===== src/hw/rtl/fa2p_pkg.sv =====
// ----------------------------------------------------------------------------
// fa2p_pkg
// shared types and constants of the polynomial four-quadrant arctangent
// ----------------------------------------------------------------------------
`default_nettype none

package fa2p_pkg;

  localparam int unsigned INPUT_WIDTH_DEF = 32;
  localparam int unsigned QUEUE_DEPTH     = 2;
  localparam int unsigned FRAC_RATIO      = 16;
  localparam int unsigned LIMIT_W         = 16;
  localparam int unsigned ANGLE_W         = 16;
  localparam int unsigned APB_DATA_W      = 32;
  localparam int unsigned APB_ADDR_W      = 3;

  // register index, taken from paddr[2]
  localparam logic REG_NEAR_ZERO_LIMIT = 1'b0;

  // first-octant cubic, 16 fraction bits
  localparam logic signed [17:0] COEF_C1 = 18'sd65887;
  localparam logic signed [17:0] COEF_C2 = -18'sd5826;
  localparam logic signed [17:0] COEF_C3 = -18'sd8865;

  // angles in q3.13
  localparam logic signed [ANGLE_W-1:0] ANG_PI      = 16'sd25736;
  localparam logic signed [ANGLE_W-1:0] ANG_HALF_PI = 16'sd12868;

  typedef enum logic [1:0] {
    KIND_Y_ZERO = 2'd0,
    KIND_X_ZERO = 2'd1,
    KIND_RATIO  = 2'd2
  } kind_e;

  typedef struct packed {
    logic  yneg;
    logic  xneg;
    logic  inv;
    logic  eq;
    kind_e kind;
  } ctrl_t;

endpackage

`default_nettype wire


===== src/hw/rtl/fa2p_queue.sv =====
// ----------------------------------------------------------------------------
// fa2p_queue
// short first-in first-out queue between front and back
// ----------------------------------------------------------------------------
`default_nettype none

module fa2p_queue #(
  parameter int unsigned DEPTH = fa2p_pkg::QUEUE_DEPTH,
  parameter int unsigned DW    = 8
) (
  input  wire logic          clk_i,
  input  wire logic          rst_ni,
  input  wire logic          push_i,
  input  wire logic [DW-1:0] din_i,
  input  wire logic          pop_i,
  output logic [DW-1:0]      dout_o,
  output logic               full_o,
  output logic               empty_o
);

  localparam int unsigned AW = (DEPTH > 1) ? $clog2(DEPTH) : 1;
  localparam int unsigned NW = $clog2(DEPTH + 1);

  logic [DW-1:0] mem_q [DEPTH];
  logic [AW-1:0] wr_q, wr_d, rd_q, rd_d;
  logic [NW-1:0] cnt_q, cnt_d;
  logic          do_push, do_pop;

  assign full_o  = cnt_q == NW'(DEPTH);
  assign empty_o = cnt_q == '0;
  assign do_push = push_i && !full_o;
  assign do_pop  = pop_i && !empty_o;
  assign dout_o  = mem_q[rd_q];

  always_comb begin
    wr_d  = wr_q;
    rd_d  = rd_q;
    cnt_d = cnt_q;
    if (do_push) begin
      wr_d = (wr_q == AW'(DEPTH - 1)) ? '0 : wr_q + AW'(1);
    end
    if (do_pop) begin
      rd_d = (rd_q == AW'(DEPTH - 1)) ? '0 : rd_q + AW'(1);
    end
    if (do_push && !do_pop) begin
      cnt_d = cnt_q + NW'(1);
    end else if (do_pop && !do_push) begin
      cnt_d = cnt_q - NW'(1);
    end
  end

  always_ff @(posedge clk_i or negedge rst_ni) begin
    if (!rst_ni) begin
      wr_q  <= '0;
      rd_q  <= '0;
      cnt_q <= '0;
    end else begin
      wr_q  <= wr_d;
      rd_q  <= rd_d;
      cnt_q <= cnt_d;
    end
  end

  always_ff @(posedge clk_i) begin
    if (do_push) begin
      mem_q[wr_q] <= din_i;
    end
  end

endmodule

`default_nettype wire


===== config.mk =====
export PLATFORM = sky130hd
export DESIGN_NAME = fa2p_queue
export DESIGN_NICKNAME = d
export VERILOG_FILES = /design/src/hw/rtl/fa2p_pkg.sv /design/src/hw/rtl/fa2p_queue.sv
export SDC_FILE = /design/constraint.sdc
export NUM_CORES = 1
export LEC_CHECK = 0
export BUFFER_PORTS_ARGS = -buffer_cell sky130_fd_sc_hd__buf_2
export CAP_MARGIN = 20
export CELL_PAD_IN_SITES_DETAIL_PLACEMENT = 0
export CELL_PAD_IN_SITES_GLOBAL_PLACEMENT = 1
export CORE_ASPECT_RATIO = 0.7
export CORE_UTILIZATION = 28
export DETAILED_ROUTE_END_ITERATION = 16
export PLACE_DENSITY_LB_ADDON = 0.1
export SYNTH_ARGS = -nofsm -noshare
export SYNTH_HDL_FRONTEND = slang
export SYNTH_SLANG_ARGS = --single-unit
export TNS_END_PERCENT = 50

===== constraint.sdc =====
create_clock -name clk_i -period 2.85 [get_ports clk_i]
set_clock_uncertainty 0.15 [all_clocks]
set_input_delay 0.285 -clock clk_i [delete_from_list [all_inputs] [get_ports clk_i]]
set_output_delay 0.285 -clock clk_i [all_outputs]
set_load 0.01 [all_outputs]

[Yosys cells after proc, flatten, opt, wreduce, memory -nomap -nowiden]
Memory sizes are Yosys's and may differ from the RTL's.
Index checks and enable logic that the tools add are counted.
Operators by class
  add/subtract/negate cells: 4
  equality and inequality tests: 1
  reduce and logical (&&, ||, !) cells: 10
  multiplexer cells: 6
Operator list (count)
  logical AND 1 bit: 4
  logical NOT 1 bit: 4
  two-way mux 1 bit: 4
  two-way mux 2 bit: 2
  adder 1 bit (second input constant): 2
  adder 2 x 1 -> 2 bit (second input constant): 1
  == test 2 bit (second input constant): 1
  logical NOT 2 bit: 1
  nonzero test 2 bit: 1
  subtractor 2 x 1 -> 2 bit (second input constant): 1
Storage, ports and cells
  memories kept: 1
  bits of input ports: 12
  flip-flop bits (word level): 4
  output and inout port bits: 10
  bits in writable memories: 16
  word-level logic and storage cells: 25
Memory list
  mem_q: words 2, width 8, read ports 1, clocked after memory_dff 0, write ports 1, RTL line fa2p_queue.sv:24  | logic [DW-1:0] mem_q [DEPTH];

[Logic depth before layout (Yosys ltp)]
Gate-level depths: netlist (run 1).
  word-level depth: 7
  mapped depth: 7
  mapped depth without buffers: 7

[Least setup slack after synthesis (run 1)]
Ideal clock, no wire load.
  kind: register -> register
  start: register cnt_q[0]
  end: memory mem_q[0][0], enable pin
  data arrival time: 1.022 ns
  setup slack: 1.308 ns
  library setup time: 0.370 ns
  data required time: 2.330 ns
  stages on the path, launching flop included: 4
  cells stage by stage: dfrtp_1 > nand2b_1 > nand2_2 > nor2_1
On the way
  cells in the longest elaborated chain, start to end: 5
Ends and longest elaborated chain
  from (decl): RTL line fa2p_queue.sv:26  | logic [NW-1:0] cnt_q, cnt_d;
  from (signal assigned): RTL line fa2p_queue.sv:60  | cnt_q <= cnt_d;
  == test 2 bit: RTL line fa2p_queue.sv:29  | assign full_o = cnt_q == NW'(DEPTH);
  logical NOT 1 bit: RTL line fa2p_queue.sv:31  | assign do_push = push_i && !full_o;
  logical AND 1 bit: RTL line fa2p_queue.sv:31
  two-way mux 1 bit: RTL line fa2p_queue.sv:65  | if (do_push) begin
  two-way mux 1 bit (implied by the code): RTL line fa2p_queue.sv:66  | mem_q[wr_q] <= din_i;
  to (decl): RTL line fa2p_queue.sv:24
No other way between the ends.

[Final worst setup path (run 1)]
  start: register rd_q
  end: output port dout_o[6]
On the way
  cells in the longest elaborated chain, start to end: 1
Ends and longest elaborated chain
  from (decl): RTL line fa2p_queue.sv:25  | logic [AW-1:0] wr_q, wr_d, rd_q, rd_d;
  from (signal assigned): RTL line fa2p_queue.sv:59  | rd_q <= rd_d;
  memory (2 x 8 bit)
  to (decl): RTL line fa2p_queue.sv:16  | output logic [DW-1:0] dout_o,
No other way between the ends.

==> flow_metrics.py, run 1 <==
metrics = {
    "synthesis": {
        "netlist_area_um2": 782,
        "synthCells": 44,
        "yosysSeqAreaShare_pct": 74.2,
        "yosys_warnings": 0,
        "ys_seq_elements": 20,
        "synth_fp_nets": 57,
        "ys_types": 15,
        "syn_area_per_cell_um2": 17.8,
    },
    "die": {
        "core_area_mm2": 0.00255,
        "die_w_um": 65.2,
        "start_util_pct": 30.6,
        "num_io_pins": 22,
        "die-area_mm2": 0.00301,
        "die_h_um": 46.2,
        "rows": 15,
    },
    "placed_design": {
        "place_hpwl_um": 861,
        "post-place-ws_ps": 1070,
        "io_buffers": 21,
        "gp_congestion": 0.700,
    },
    "routing": {
        "avgRoutedWirePerCell_um": 11.8,
        "postRouteAntennaNets": 0,
        "route.detailed.drc": 0,
        "drtIter0Drc": 13,
        "totalWireLength_um": 1220,
        "drtPass1Iterations": 2,
        "vias": 410,
        "vias_per_cell": 3.98,
    },
    "min_path": {
        "whs_path_depth": 1,
        "hold_class": "input pin to flop",
        "min_from": "din_i[0]",
    },
    "setup_path": {
        "cp.depth": 2,
        "path_cells": "mux2_1 -> buf_2",
        "cp.required_ps": 2410,
        "endpoint_kind": "primary output",
        "crit_path_max_incr_delay_ps": 590,
        "crit_type": "flop to primary output",
        "arrival_ps": 1370,
        "path_buf_inv": 1,
        "rr_startpoint": "cnt_q[0]",
        "critPathLaunch": "rd_q",
        "r2r_cells": 3,
        "cpMaxStageDelayCell": "dfrtp_1",
        "path_max_fanout": 9,
        "cp_top_family": "flip-flops",
        "cp-start-kind": "flop",
    },
    "pwr": {
        "p_per_area_mw_per_mm2": 967,
        "p_comb_share_pct": 31.3,
        "ir_drop_uv": 382,
        "p_leak_nw": 0.401,
        "internal-power_mw": 0.659,
        "p_switching_mw": 0.288,
        "clockPowerShare_pct": 18.7,
        "pwr-share-seq_pct": 49.9,
        "switching_share_pct": 30.4,
        "p_total_mw": 0.948,
    },
    "sta": {
        "min_period_ps": 1800,
        "worstMarginPinSlew_ps": 716,
        "holdWs_ps": 74.9,
        "finalSetupViolations": 0,
        "fmax_ghz": 0.555,
        "rsz0062_at_grt": "false",
        "drv_slew": 0,
        "timing.final.hold_violations": 0,
        "slew_headroom_pct": 52.1,
        "final.period_utilization_pct": 63.3,
        "fin_setup_tns_ps": 0,
        "setup_ws_ps": 1050,
    },
    "cts": {
        "clk_pin_slew_ps": 60,
        "cts_tree": "done",
        "cts.repair.resized": 0,
        "ctsLongestPathBuffers": 2,
        "root_buffer": "clkbuf_8",
        "htreeDepth": 1,
        "clock_latency_ps": 250,
        "clock_sinks": 20,
        "numCtsBuffers": 3,
    },
    "final_layout": {
        "num_antenna_cells": 0,
        "final_cell_mix": "21 x buf_2, 16 x edfxtp_1, 6 x mux2_1",
        "regArea_um2": 581,
        "multiInputGateArea_um2": 189,
        "area_delta_synth_final_pct": 25.3,
        "drive_gt1_share_pct": 40.6,
        "final_common_cell": "buf_2",
        "fin_nets": 83,
        "fillerInstances": 248,
    },
    "grt": {
        "grt_overflow": 0,
        "antenna_found_initial": 0,
        "grtUsageTotal_pct": 9.40,
        "grt_max_degree": 12,
        "grt_pass1_vias": 372,
        "grt_pass1_wl_um": 1850,
    },
    "run_status": {
        "status": "completed",
    },
    "run": {
        "maxCapViolCount": 0,
    },
}
-- state kept, by name, summed over array words and instances (netlist names) --
register	count
mem_q	16
cnt_q	2
rd_q	1
wr_q	1
-- worst reg2reg max path: stages, from the launching register on --
cell	delay [ps]
dfrtp_1	430
nand2b_1	180
nand2_2	100
nor2_1	560
-- final cells by class --
class                      count  area share [%]
sequential                    20            59.3
tap                           34            4.34
multi-input combinational     21            19.3
clock buffer                   4            4.60
timing repair buffer          22            11.7
inverter                       2           0.766
-- stage by stage --
| step | cells | instance area (µm²) | utilization [%] |
|---|---|---|---|
| 2_1_floorplan | 44 | 782 | - |
| 3_3_place_gp | 98 | 925 | 36.2 |
| 3_5_place_dp | 98 | 925 | 36.2 |
| 4_1_cts | 103 | 980 | 38.4 |
| 5_1_grt | 103 | 980 | 38.4 |
| 6_report | 103 | 980 | 38.4 |
-- power by group through the flow --
stage / combinational [mW] / clock, mW / sequential (mW)
4_1_cts: 0.301 / 0.186 / 0.475
5_1_grt: 0.335 / 0.195 / 0.484
6_report: 0.297 / 0.178 / 0.473
2_1_floorplan: 0.231 / 0 / 0.445
3_3_place_gp: 0.305 / 0 / 0.480
3_5_place_dp: 0.298 / 0 / 0.483
-- final timing paths --
kind	endpoint	slack, ps
worst min register to register	cnt_q[1]	360
worst max-delay path	dout_o[6]	1050
worst max register to register	mem_q[0][2]	1060
worst min-delay path	mem_q[0][0]	70
min in group asynchronous	cnt_q[1]	230
max in group asynchronous	rd_q	2200
-- cell usage after synthesis --
library cell  instances  share of area (%)
buf_2                 1               0.64
nand2b_1              1               0.80
mux2_1                6                8.6
dfrtp_1               4                 13
xor2_1                2                2.2
inv_1                 2               0.96
and3_1                1               0.80
ha_1                  1                1.6
nand2_2               1               0.80
nor2_1                3                1.4
xnor2_2               1                2.1
o21ai_1               1               0.64
edfxtp_1             16                 61
xnor2_1               2                2.2
mux2_2                2                2.9
-- layer usage --
metal,share of wire [%],global-route usage (%),up-vias
met4,1.6,3.91,0
met1,50,11.8,187
met3,5.3,5.20,2
met2,44,13.4,14
li1,-,-,207
met5,0,0,-
-- kinds of logic after synthesis --
logic type | synth area share (%)
xor gates and xnor gates | 6.56
buffers and inverters | 1.60
AOI/OAI and AO/OA | 0.639
and+or+nand+nor | 3.84
muxes | 11.5
DFF | 74.2
adders and majority gates | 1.60
-- timing repair --
| item | 4_1_cts | 5_1_grt |
|---|---|---|
| hold endpoints to repair | 4 | 0 |
| endpoints found under the setup margin | 0 | 0 |
| hold buffers | 1 | 0 |
| buffers inserted | 0 | 0 |
No activity file was read; power rests on OpenSTA's default activity.
==> inputs of run 2 (changes only) <==
--- a/config.mk
+++ b/config.mk
@@ -5,6 +5,7 @@
 export SDC_FILE = /design/constraint.sdc
 export NUM_CORES = 1
 export LEC_CHECK = 0
+export ABC_AREA = 1
 export BUFFER_PORTS_ARGS = -buffer_cell sky130_fd_sc_hd__buf_2
 export CAP_MARGIN = 20
 export CELL_PAD_IN_SITES_DETAIL_PLACEMENT = 0
==> constraint.sdc (replaced) <==
create_clock -name clk_i -period 1.7 [get_ports clk_i]
set_clock_uncertainty 0.15 [all_clocks]
set_input_delay 0.17 -clock clk_i [delete_from_list [all_inputs] [get_ports clk_i]]
set_output_delay 0.17 -clock clk_i [all_outputs]
set_load 0.01 [all_outputs]
==> flow_metrics.py, run 2 <==
metrics = {
    "run_status": {
        "status": "completed",
    },
    "final_layout": {
        "reg.largest.list": "mem_q: 16 flops, cnt_q: 2 flops",
        "drive_gt1_share_pct": 28.4,
        "regMostFlops": "mem_q",
        "fin_nets": 123,
        "fillerInstances": 276,
        "design_area_mm2": 0.00114,
        "area_delta_synth_final_pct": 40.8,
        "largest_register_ff_count": 16,
        "num_antenna_cells": 0,
        "final_common_cell": "nand2_1",
        "final_cell_mix": "33 x nand2_1, 21 x buf_2, 16 x edfxtp_1",
    },
    "setup_path": {
        "endpoint_kind": "flop",
        "cp_top_family": "flip-flops",
        "crit_type": "flop to flop",
        "arrival_ps": 1560,
        "cp-start-kind": "flop",
        "crit_path_max_incr_delay_ps": 460,
        "path_cells": "o21ai_0 -> ha_1 -> inv_1 -> nand3_1 -> nand2_1 -> nand2_1",
        "cpMaxStageDelayCell": "dfrtp_1",
        "path_max_fanout": 7,
        "path_common_cell": "nand2_1",
        "cp.required_ps": 1700,
        "path_buf_inv": 1,
    },
    "sta": {
        "final.period_utilization_pct": 91.9,
        "worstMarginPinSlew_ps": 309,
        "slew_headroom_pct": 79.4,
        "fin_setup_tns_ps": 0,
        "min_period_ps": 1560,
        "rsz0062_at_grt": "false",
        "drv_slew": 0,
        "fmax_ghz": 0.640,
        "finalSetupViolations": 0,
        "timing.final.hold_violations": 0,
    },
    "synthesis": {
        "ys_types": 14,
        "synth_edf_count": 16,
        "synth-simple-area-share_pct": 20.1,
        "synthAdderAreaFrac_pct": 1.55,
        "synth_fp_nets": 86,
        "yosys.area.top_type": "edfxtp_1",
        "synth_common_cells": "33 x nand2_1, 16 x edfxtp_1, 7 x inv_1",
        "ys_async_sr_fraction_pct": 20.0,
        "yosys_warnings": 0,
        "synth_xor_area_share_pct": 1.08,
        "yosysSeqAreaShare_pct": 71.7,
        "synth_area_leaders": "edfxtp_1 59%, nand2_1 15%, dfrtp_1 12%, inv_1 3.2%, ha_1 1.5%",
        "synth_top_family_by_area": "simple AND/OR/NAND/NOR gates",
        "ys_seq_elements": 20,
        "netlist_area_um2": 810,
        "synthCells": 73,
        "synth_most_common_cell": "nand2_1",
        "syn_area_per_cell_um2": 11.1,
        "synth_compound_area_share_pct": 1.24,
        "yosysTopAreaCellShare_pct": 59.4,
        "synth_mux_area_share_pct": 0,
        "synthFlopType": "edfxtp_1",
    },
    "grt": {
        "grtUsageTotal_pct": 10.9,
        "grt_pass1_wl_um": 2270,
        "grt_overflow": 0,
        "antenna_found_initial": 0,
        "grt_pass1_vias": 476,
        "grt_max_degree": 13,
    },
    "cts": {
        "clock_latency_ps": 250,
        "ctsLongestPathBuffers": 2,
        "cts_tree": "done",
        "htreeDepth": 1,
        "root_buffer": "clkbuf_8",
        "clock_sinks": 20,
        "clk_pin_slew_ps": 70,
        "post_cts_buffers": 0,
        "numCtsBuffers": 3,
    },
    "pwr": {
        "p_per_area_mw_per_mm2": 1630,
        "p_total_mw": 1.85,
        "ir_drop_uv": 672,
        "p_leak_nw": 0.532,
    },
    "die": {
        "start_util_pct": 31.3,
        "die_w_um": 66.3,
        "rows": 15,
        "die_h_um": 47.0,
        "core_area_mm2": 0.00259,
        "die-area_mm2": 0.00311,
        "num_io_pins": 22,
    },
    "routing": {
        "route.detailed.drc": 0,
        "drtPass1Iterations": 3,
        "drtIter0Drc": 9,
        "vias_per_cell": 4.15,
        "avgRoutedWirePerCell_um": 10.3,
        "totalWireLength_um": 1470,
        "vias": 594,
        "postRouteAntennaNets": 0,
    },
    "placed_design": {
        "gp_congestion": 0.748,
        "place_hpwl_um": 1070,
        "io_buffers": 21,
        "dpl-instance-area_um2": 967,
    },
    "run": {
        "maxCapViolCount": 0,
    },
    "min_path": {
        "hold_class": "input pin to async pin",
    },
}
run 2: path summary, 6_finish.rpt:
check / startpoint / to / slack (ps) / depth (start not counted)
max: cnt_q[0] / cnt_q[1] / 140 / 6
min: rst_ni / cnt_q[1] / 90 / 2
max reg2reg: cnt_q[0] / cnt_q[1] / 140 / 6
min reg2reg: wr_q / wr_q / 330 / 2
max in group asynchronous: rst_ni / rd_q / 1170 / 2
min in group clk_i: push_i / wr_q / 120 / 4
run 2: kinds of logic (layout without fill, tap and decap cells):
family	Yosys count	after routing
flops	20	20
simple gates	40	40
buf+inv	9	45
fa+ha+maj	1	1
xor+xnor	1	1
compound gates	2	2
run 2: power breakdown:
group / switching [mW] / internal [mW]
Combinational: 0.360 / 0.250
Sequential: 0.0963 / 0.683
Clock: 0.152 / 0.314
Total: 0.608 / 1.25
run 2: timing repair:
action | CTS | global route
endpoints found under the hold margin | 21 | 0
gates resized for setup | 0 | 1
hold buffers | 10 | 0
endpoints found under the setup margin | 0 | 6
run 2: cell type report:
class                   count  area, µm²  share of cell area (%)
flip-flops and latches     20        582                    51.0
clock buffers               3       41.3                    3.62
inverters                   8       30.0                    2.63
well taps                  34       42.5                    3.73
repair buffers             33        220                    19.3
clock inverters             1       30.0                    2.63
multi-input cells          44        194                    17.0
run 2: routing by layer:
metal | global-route usage (%) | wire length (µm) | share of wire, %
met5 | 0 | 0 | 0
met4 | 3.83 | 9 | 0.61
met3 | 4.37 | 69 | 4.7
met2 | 15.3 | 655 | 45
met1 | 15.2 | 732 | 50
run 2: per-stage QoR:
step / hold WS, ps / setup WS, ps / utilization, % / std cells
floorplan: -276 / 228 / - / 73
global placement: -159 / 52.1 / 37.3 / 129
detailed placement: -160 / 146 / 37.3 / 129
CTS: 90.8 / 51.2 / 44.0 / 143
global route: 122 / 2.21 / 44.0 / 143
finish: 93.1 / 138 / 44.0 / 143
==> inputs of run 3 (changes only) <==
==> constraint.sdc (replaced) <==
create_clock -name clk_i -period 1.4 [get_ports clk_i]
set_clock_uncertainty 0.15 [all_clocks]
set_input_delay 0.14 -clock clk_i [delete_from_list [all_inputs] [get_ports clk_i]]
set_output_delay 0.14 -clock clk_i [all_outputs]
set_load 0.01 [all_outputs]
==> flow_metrics.py, run 3 (same netlist as run 2, synthesis figures left out) <==
metrics = {
    "sta": {
        "min_period_ps": 1460,
        "setup_ws_ps": -57.2,
        "fin_setup_tns_ps": -323,
        "timing.final.hold_violations": 0,
        "rsz0062_at_grt": "true",
        "worstMarginPinSlew_ps": 256,
        "finalSetupViolations": 12,
        "slew_headroom_pct": 82.8,
        "fmax_ghz": 0.686,
        "drv_slew": 0,
        "final.period_utilization_pct": 104,
    },
    "final_layout": {
        "area_delta_synth_final_pct": 69.7,
        "largest_register_ff_count": 16,
        "fin_nets": 140,
        "multiInputGateArea_um2": 254,
        "final_cell_mix": "24 x nand2_1, 18 x buf_2, 16 x edfxtp_1",
        "drive_gt1_share_pct": 50.8,
        "reg.largest.list": "mem_q: 16 flops, cnt_q: 2 flops",
        "num_antenna_cells": 0,
        "regArea_um2": 582,
        "regMostFlops": "mem_q",
        "final_common_cell": "nand2_1",
        "fillerInstances": 240,
        "final_cells": 160,
    },
    "placed_design": {
        "place_hpwl_um": 1070,
        "dp.cells": 135,
        "io_buffers": 21,
        "gp_congestion": 0.827,
    },
    "cts": {
        "clk_pin_slew_ps": 70,
        "numCtsBuffers": 3,
        "ctsLongestPathBuffers": 2,
        "cts_tree": "done",
        "clock_sinks": 20,
        "htreeDepth": 1,
        "clock_latency_ps": 250,
        "root_buffer": "clkbuf_8",
    },
    "pwr": {
        "p_leak_nw": 0.628,
        "p_switching_mw": 0.937,
        "p_per_area_mw_per_mm2": 2090,
        "pwr-share-seq_pct": 32.9,
        "p_comb_share_pct": 47.7,
        "ir_drop_uv": 882,
        "internal-power_mw": 1.94,
        "switching_share_pct": 32.6,
        "p_total_mw": 2.87,
        "clockPowerShare_pct": 19.4,
    },
    "routing": {
        "totalWireLength_um": 1580,
        "vias": 636,
        "route.detailed.drc": 0,
        "drtIter0Drc": 5,
        "vias_per_cell": 3.98,
        "avgRoutedWirePerCell_um": 9.89,
        "postRouteAntennaNets": 0,
        "drtPass1Iterations": 2,
    },
    "setup_path": {
        "cp-start-kind": "flop",
        "crit_type": "flop to flop",
        "path_max_fanout": 3,
        "r2r_cells": 9,
        "endpoint_kind": "flop",
        "arrival_ps": 1450,
        "cp.required_ps": 1390,
    },
    "run_status": {
        "violations": "negative setup slack",
        "status": "finished, violations left",
    },
    "grt": {
        "grt_pass1_vias": 566,
        "grt_max_degree": 13,
        "grtUsageTotal_pct": 11.5,
        "antenna_found_initial": 0,
        "grt_overflow": 0,
        "grt_pass1_wl_um": 2470,
    },
    "die": {
        "num_io_pins": 22,
        "core_area_mm2": 0.00259,
        "die-area_mm2": 0.00311,
        "start_util_pct": 31.3,
        "die_h_um": 47.0,
        "die_w_um": 66.3,
        "rows": 15,
    },
    "min_path": {
        "hold_class": "input pin to async pin",
    },
    "run": {
        "maxCapViolCount": 0,
    },
}
[run 3: changes by cell type in the layout (fill, tap and decap cells not counted), sizes merged]
cell	before	now
buf	23	39
clkinv	0	1
[run 3: critical path, stage by stage (launching register included)]
cell	delay [ps]
dfrtp_1	410
inv_2	70
buf_6	90
nor2_4	30
nor2_4	130
ha_4	230
inv_2	60
nand3_2	60
nand2_1	60
nand2_1	50
[run 3: power by group through the flow]
| stage | registers, mW | logic [mW] | clock network (mW) |
|---|---|---|---|
| 3_5_place_dp | 0.924 | 0.930 | 0 |
| 6_report | 0.946 | 1.37 | 0.558 |
| 4_1_cts | 0.920 | 1.19 | 0.579 |
| 3_3_place_gp | 0.922 | 0.940 | 0 |
| 5_1_grt | 0.967 | 1.51 | 0.605 |
| 2_1_floorplan | 0.896 | 0.509 | 0 |
[run 3: final timing paths]
path	slack [ps]	startpoint	to
setup / recovery	-60	cnt_q[1]	cnt_q[1]
hold reg to reg	330	wr_q	wr_q
hold / removal	50	rst_ni	cnt_q[1]
setup reg to reg	-60	cnt_q[1]	cnt_q[1]
max in group asynchronous	920	rst_ni	rd_q
min in group clk_i	180	push_i	wr_q
[run 3: stage by stage]
stage / hold WS, ps / worst slack (ps) / cell area (µm²) / utilization (%)
floorplan: -306 / -60.8 / 812 / -
global placement: -196 / -153 / 1030 / 39.7
detailed placement: -198 / -155 / 1030 / 39.7
CTS: 51.8 / -84.8 / 1290 / 49.9
global route: 62.9 / -147 / 1370 / 53.0
finish: 55.0 / -57.2 / 1370 / 53.0
[run 3: routing by layer]
metal  share of wire (%)  track usage [%]  wire length (µm)  vias up
met1                  48             14.2               757      279
li1                    -                -                 -      343
met3                 4.7             5.10                74        0
met2                  47             19.2               749       14
met5                   0                0                 0        -
met4                   0             2.55                 0        0
[run 3: area by class of cell]
cell class,count,share of cell area [%]
Clock buffer,3,3.01
Sequential cell,20,42.3
Tap cell,34,3.10
Inverter,8,2.55
Multi-Input combinational cell,44,18.5
Clock inverter,1,2.19
Timing Repair inverter,1,0.455
Timing Repair Buffer,49,27.9
[run 3: timing repair]
action | in CTS | in global routing
gates resized for setup | 15 | 16
cloned | 0 | 1
setup buffers | 6 | 4
endpoints found under the hold margin | 21 | 0
setup endpoints to repair | 27 | 28
pin swaps | 5 | 9
hold buffers | 10 | 0
